===== config.mk =====
export PLATFORM = sky130hd
export DESIGN_NAME = dtq_ctrl
export DESIGN_NICKNAME = d
export VERILOG_FILES = /design/src/rtl/core/dtq_pkg.sv /design/src/rtl/core/dtq_ctrl.sv
export SDC_FILE = /design/constraint.sdc
export NUM_CORES = 1
export LEC_CHECK = 0
export BUFFER_PORTS_ARGS = -buffer_cell sky130_fd_sc_hd__buf_2
export CAP_MARGIN = 20
export CORE_ASPECT_RATIO = 1.25
export CORE_MARGIN = 5
export CORE_UTILIZATION = 50
export CTS_BUF_LIST = sky130_fd_sc_hd__clkbuf_8
export DETAILED_ROUTE_END_ITERATION = 7
export PLACE_DENSITY = 0.74
export SYNTH_ARGS = -nofsm -noshare
export SYNTH_HDL_FRONTEND = slang
export SYNTH_SLANG_ARGS = --single-unit

===== constraint.sdc =====
create_clock -name clk -period 2.9 [get_ports clk]
set_clock_uncertainty 0.15 [all_clocks]
set_input_delay 0 -clock clk [delete_from_list [all_inputs] [get_ports clk]]
set_output_delay 0 -clock clk [all_outputs]
set_load 0.02 [all_outputs]

===== src/rtl/core/dtq_pkg.sv =====
// dtq_pkg: shared types, codes and helpers of the deadline timer queue
// no dependencies; used by the interfaces, controller, datapath and top level
package dtq_pkg;

	localparam logic [2:0] KIND_INIT     = 3'd0;
	localparam logic [2:0] KIND_SHUTDOWN = 3'd1;
	localparam logic [2:0] KIND_INSERT   = 3'd2;
	localparam logic [2:0] KIND_REMOVE   = 3'd3;
	localparam logic [2:0] KIND_PRIME    = 3'd4;
	localparam logic [2:0] KIND_CANCEL   = 3'd5;
	localparam logic [2:0] KIND_EXPIRE   = 3'd6;
	localparam logic [2:0] KIND_QUERY    = 3'd7;

	localparam logic [1:0] ST_OK         = 2'd0;
	localparam logic [1:0] ST_NOT_ACTIVE = 2'd1;
	localparam logic [1:0] ST_PARAM_ERR  = 2'd2;
	localparam logic [1:0] ST_FULL       = 2'd3;

	localparam int MAX_RES = 48;
	localparam int RES_W   = 6;

	typedef struct packed {
		logic [2:0]  kind;
		logic [15:0] task_handle;
		logic [31:0] delay_us;
		logic        periodic;
		logic [63:0] now_us;
	} item_t;

	typedef struct packed {
		logic [1:0]  status;
		logic        fired;
		logic [15:0] fired_handle;
		logic [31:0] fired_generation;
		logic        rearm;
		logic [63:0] rearm_deadline;
		logic [31:0] generation;
		logic [3:0]  active_count;
		logic        last;
	} result_t;

	typedef struct packed {
		logic       load;
		logic       init;
		logic       shut;
		logic       insert;
		logic       latch_slot;
		logic       rm_start;
		logic       sift;
		logic       prime_set;
		logic       push;
		logic       gen_inc;
		logic       free_h;
		logic       pop;
		logic       rep_a;
		logic       rep_b;
		logic       exp_clr;
		logic       buf_rd;
		logic       res_load;
		logic       res_fire;
		logic [1:0] res_status;
		logic       res_rearm;
		logic       res_gen;
		logic       res_zero_rd;
	} cmd_t;

	typedef struct packed {
		logic [2:0] kind;
		logic       running;
		logic       h_zero;
		logic       found;
		logic       found_sched;
		logic       free_ok;
		logic       sift_done;
		logic       exp_due;
		logic       per_nz;
		logic       exp_any;
		logic       emit_last;
		logic       out_free;
	} stat_t;

	// wrap-safe ordering: a later than b when a - b is positive
	function automatic logic later(input logic [63:0] a, input logic [63:0] b);
		logic [63:0] d;
		d = a - b;
		return (d != 64'd0) && !d[63];
	endfunction

endpackage


===== src/rtl/core/dtq_ctrl.sv =====
// dtq_ctrl: sequencer of the timer queue, issues datapath commands
// depends on dtq_pkg (cmd_t, stat_t, codes)
module dtq_ctrl (
	input  logic            clk,
	input  logic            arst_n,
	input  logic            req_valid,
	output logic            req_ready,
	input  dtq_pkg::stat_t  stat,
	output dtq_pkg::cmd_t   cmd
);
	import dtq_pkg::*;

	typedef enum logic [13:0] {
		S_IDLE      = 14'b00000000000001,
		S_EXEC      = 14'b00000000000010,
		S_RM        = 14'b00000000000100,
		S_SIFT      = 14'b00000000001000,
		S_PR_SET    = 14'b00000000010000,
		S_PUSH      = 14'b00000000100000,
		S_FIN_RM    = 14'b00000001000000,
		S_FIN_CN    = 14'b00000010000000,
		S_EXP_CHK   = 14'b00000100000000,
		S_EXP_PER   = 14'b00001000000000,
		S_EXP_CATCH = 14'b00010000000000,
		S_RESULT    = 14'b00100000000000,
		S_EMIT_RD   = 14'b01000000000000,
		S_EMIT_LD   = 14'b10000000000000
	} state_t;

	state_t     state_q, state_d, ret_q, ret_d;
	logic [1:0] status_q, status_d;
	logic       rearm_q, rearm_d, gen_q, gen_d, zrd_q, zrd_d;

	assign req_ready = (state_q == S_IDLE);

	always_comb begin
		cmd      = '0;
		state_d  = state_q;
		ret_d    = ret_q;
		status_d = status_q;
		rearm_d  = rearm_q;
		gen_d    = gen_q;
		zrd_d    = zrd_q;
		case (state_q)
			S_IDLE: begin
				if (req_valid) begin
					cmd.load = 1'b1;
					state_d  = S_EXEC;
				end
			end
			S_EXEC: begin
				status_d = ST_OK;
				rearm_d  = 1'b0;
				gen_d    = 1'b0;
				zrd_d    = 1'b0;
				state_d  = S_RESULT;
				case (stat.kind)
					KIND_INIT: cmd.init = 1'b1;
					KIND_SHUTDOWN: begin
						cmd.shut = 1'b1;
						rearm_d  = 1'b1;
						zrd_d    = 1'b1;
					end
					KIND_QUERY: begin
						if (stat.h_zero) status_d = ST_PARAM_ERR;
						else gen_d = 1'b1;
					end
					KIND_EXPIRE: begin
						cmd.exp_clr = 1'b1;
						state_d     = S_EXP_CHK;
					end
					default: begin
						if (!stat.running) begin
							status_d = ST_NOT_ACTIVE;
						end else if (stat.h_zero) begin
							status_d = ST_PARAM_ERR;
						end else if (stat.kind == KIND_INSERT) begin
							if (stat.free_ok) cmd.insert = 1'b1;
							else status_d = ST_FULL;
						end else if (stat.kind == KIND_REMOVE) begin
							if (stat.found) begin
								cmd.latch_slot = 1'b1;
								rearm_d        = stat.found_sched;
								ret_d          = S_FIN_RM;
								state_d        = S_RM;
							end else status_d = ST_NOT_ACTIVE;
						end else if (stat.kind == KIND_PRIME) begin
							if (stat.found) begin
								cmd.latch_slot = 1'b1;
								rearm_d        = 1'b1;
								ret_d          = S_PR_SET;
								state_d        = S_RM;
							end else status_d = ST_NOT_ACTIVE;
						end else begin
							if (stat.found && stat.found_sched) begin
								cmd.latch_slot = 1'b1;
								rearm_d        = 1'b1;
								ret_d          = S_FIN_CN;
								state_d        = S_RM;
							end else status_d = ST_NOT_ACTIVE;
						end
					end
				endcase
			end
			S_RM: begin
				cmd.rm_start = 1'b1;
				state_d      = S_SIFT;
			end
			S_SIFT: begin
				if (stat.sift_done) state_d = ret_q;
				else cmd.sift = 1'b1;
			end
			S_PR_SET: begin
				cmd.prime_set = 1'b1;
				ret_d         = S_RESULT;
				state_d       = S_PUSH;
			end
			S_PUSH: begin
				cmd.push = 1'b1;
				state_d  = S_SIFT;
			end
			S_FIN_RM: begin
				cmd.free_h  = 1'b1;
				cmd.gen_inc = 1'b1;
				state_d     = S_RESULT;
			end
			S_FIN_CN: begin
				cmd.gen_inc = 1'b1;
				state_d     = S_RESULT;
			end
			S_EXP_CHK: begin
				if (stat.exp_due) begin
					cmd.pop = 1'b1;
					ret_d   = S_EXP_PER;
					state_d = S_SIFT;
				end else if (stat.exp_any) begin
					state_d = S_EMIT_RD;
				end else begin
					status_d = ST_OK;
					rearm_d  = 1'b1;
					state_d  = S_RESULT;
				end
			end
			S_EXP_PER: begin
				if (stat.per_nz) begin
					cmd.rep_a = 1'b1;
					state_d   = S_EXP_CATCH;
				end else state_d = S_EXP_CHK;
			end
			S_EXP_CATCH: begin
				cmd.rep_b = 1'b1;
				ret_d     = S_EXP_CHK;
				state_d   = S_PUSH;
			end
			S_RESULT: begin
				if (stat.out_free) begin
					cmd.res_load    = 1'b1;
					cmd.res_status  = status_q;
					cmd.res_rearm   = rearm_q;
					cmd.res_gen     = gen_q;
					cmd.res_zero_rd = zrd_q;
					state_d         = S_IDLE;
				end
			end
			S_EMIT_RD: begin
				cmd.buf_rd = 1'b1;
				state_d    = S_EMIT_LD;
			end
			S_EMIT_LD: begin
				if (stat.out_free) begin
					cmd.res_load   = 1'b1;
					cmd.res_fire   = 1'b1;
					cmd.res_status = ST_OK;
					cmd.res_rearm  = 1'b1;
					state_d        = stat.emit_last ? S_IDLE : S_EMIT_RD;
				end
			end
			default: state_d = S_IDLE;
		endcase
	end

	always_ff @(posedge clk or negedge arst_n) begin
		if (!arst_n) begin
			state_q  <= S_IDLE;
			ret_q    <= S_IDLE;
			status_q <= ST_OK;
			rearm_q  <= 1'b0;
			gen_q    <= 1'b0;
			zrd_q    <= 1'b0;
		end else begin
			state_q  <= state_d;
			ret_q    <= ret_d;
			status_q <= status_d;
			rearm_q  <= rearm_d;
			gen_q    <= gen_d;
			zrd_q    <= zrd_d;
		end
	end

endmodule


==> flow_metrics.tcl <==
set metrics [dict create \
    synth_area_leaders "dfrtp_1, buf_6, nor4_4, and2_1, nor3_1" \
    post_dp_cell_area_um2 2100 \
    worstPathMaxFanout 9 \
    cp.required_ns 2.75 \
    fin_crit_ns 2.695 \
    wl_per_cell_um 16.33 \
    p_total_mw 1.276 \
    slew_headroom 0.4933 \
    overflow 0 \
    row_count 25 \
    drc 0 \
    synth_top_cell_by_area "dfrtp_1" \
    synth_edf_count 0 \
    cts_root_buf "clkbuf_8" \
    detail-route-antenna-nets 0 \
    critPathKind "reg -> out" \
    hold_depth 3 \
    crit_arrival_ns 2.55 \
    min_to "status_q[0]" \
    yosysUniqueCellTypes 64 \
    max_stage_delay_ns 0.63 \
    n_antenna_cell 0 \
    viasPerCell 5.850 \
    multiInputGateArea_um2 1121 \
    clock.fmax_mhz 371.0 \
    grt_pass1_wl_um 8197 \
    critPathCaptureType "output pin" \
    postLayoutCellArea_um2 2291 \
    clkLatencyLatePin_ns 0.27 \
    globalRouteTotalUtil 0.2005 \
    grt_antenna_before_repair 0 \
    finalNetCount 270 \
    drive_above_1_share 0.2738 \
    initial_utilization 0.5183 \
    async_flop_share 1.000 \
    synth-seq-cells 26 \
    tns_ns 0 \
    grt_start_max_net_pins 27 \
    grt_pass1_vias 1733 \
    slowest_stage "nor4_2" \
    hold_ws_ns 0.01189 \
    drtIter0Drc 100 \
    cts_max_level 1 \
    r2r_cells 5 \
    die_h_um 80.04 \
    syn2layout_area_growth_pct 16.77 \
    ff2ff_setup_slack_ns 0.49 \
    setup_viol 0 \
    first_pass_iters 4 \
    synth_area_um2 1962 \
    min_from "stat[10]" \
    max-vdd-ir-drop_v 0.0002577 \
    post-dp-hpwl_um 3806 \
    final_cell_mix "buf_2, dfrtp_1, nor2_1" \
    path_clk_slew_ns 0.09 \
    status "completed" \
    p_leak_nw 1.127 \
    numClockSinks 26 \
    avgSynthCellArea_um2 9.432 \
    cts_tree "done" \
    post-route-period-util 0.9294 \
    io-pin-count 41 \
    worst_pin_slew_ns 0.7496 \
    die-area_um2 5284 \
    hold_violations 0 \
    hold_path.class "in -> reg" \
    vias 1790 \
    cts_buffer_depth 2 \
    core_um2 3785 \
    worstReg2RegStart "state_q[2]" \
    globalplace.congestion 0.9243 \
    synth_nets 225 \
    totalWireLength_um 4998 \
    regArea_um2 653.1 \
    ys.flop_type "dfrtp_1" \
    crit_chain "nor4_2, nand4_1, nor3b_1, and2_1, or2_1, buf_2" \
    synthCells 208 \
    die_w_um 66.03 \
    yosysTopAreaCellShare 0.3061 \
    slew_viol_final 0 \
    final_common_cell "buf_2" \
    fillerInstances 342 \
    timing.rr.end "state_q[11]" \
    yosys_warnings 0 \
    powerDensity_nw_per_um2 556.8 \
    rsz0062_at_grt "no" \
    maxCapViolations 0 \
    yosysSeqAreaShare 0.3329 \
    place.port_buffers 40 \
    numCtsBuffers 3 \
    start_kind "register" \
]
cell type report:
class / instances / area share
well taps: 54 / 0.02949
clock buffers: 3 / 0.01802
inverters: 9 / 0.01529
repair buffers: 55 / 0.1496
flip-flops and latches: 26 / 0.2851
multi-input cells: 158 / 0.4894
clock inverters: 1 / 0.01311
repair_timing:
item	in CTS	in global routing
buffers inserted	0	0
hold buffers	12	0
endpoints found under the hold margin	38	0
endpoints found under the setup margin	0	0
gates resized for setup	0	0
worst max-delay path by stage:
| stage | startpoint | end | slack, ns |
|---|---|---|---|
| 2_1_floorplan | state_q[2] | state_q[11] | 0.52 |
| 3_3_place_gp | state_q[11] | ret_q[7] | 0.59 |
| 3_5_place_dp | state_q[2] | state_q[11] | 0.56 |
| 4_1_cts | state_q[2] | cmd[6] | 0.30 |
| 5_1_grt | state_q[2] | cmd[6] | 0.07 |
| 6_report | state_q[2] | cmd[6] | 0.20 |
metal layers:
layer  global-route usage  wire [µm]
met1               0.2363       2009
met2               0.3531       2636
met3              0.03662        261
met4              0.08130         91
met5                    0          0
power breakdown:
group	leakage [nW]	total [mW]	internal, mW	switching (mW)
clock network	0.0357	0.302	0.185	0.118
registers	0.345	0.486	0.425	0.0606
logic	0.746	0.488	0.205	0.283
sequential cells by signal, summed over array words and instances, names as in the netlist:
name / cells
state_q: 14
status_q: 2
ret_q: 7
rearm_q: 1
zrd_q: 1
gen_q: 1
synthesized netlist by cell type, types with 4 or more instances:
master / instances
inv_1: 8
xnor2_1: 4
a21o_1: 4
nor2_1: 14
a21oi_1: 9
and3_1: 7
nand4_1: 5
dfrtp_1: 24
nor4_1: 4
nor3_1: 11
buf_4: 4
nor3b_1: 4
nor4b_1: 4
nand2_1: 10
and2_1: 10
o21ai_0: 7
buf_6: 7
logic make-up after synthesis:
logic type	share of synthesized area
AND/OR/NAND/NOR	0.3750
AO/OA/AOI/OAI	0.1550
flip-flops	0.3329
buffers and inverters	0.09566
XOR/XNOR	0.03125
multiplexers	0.01020
critical path, delay by kind of cell, from the launching register on:
kind / cells / cell delay [ns]
flip-flops: 1 / 0.49
AND/OR/NAND/NOR: 5 / 1.63
buffers and inverters: 1 / 0.15
metrics by stage:
stage,worst slack [ns],instances,util
6_report,0.2047,306,0.6053
5_1_grt,0.06750,306,0.6053
4_1_cts,0.2964,306,0.6053
3_5_place_dp,0.5567,290,0.5547
3_3_place_gp,0.5859,290,0.5547
2_1_floorplan,0.5183,208,-
No activity file was read; power rests on OpenSTA's default activity.
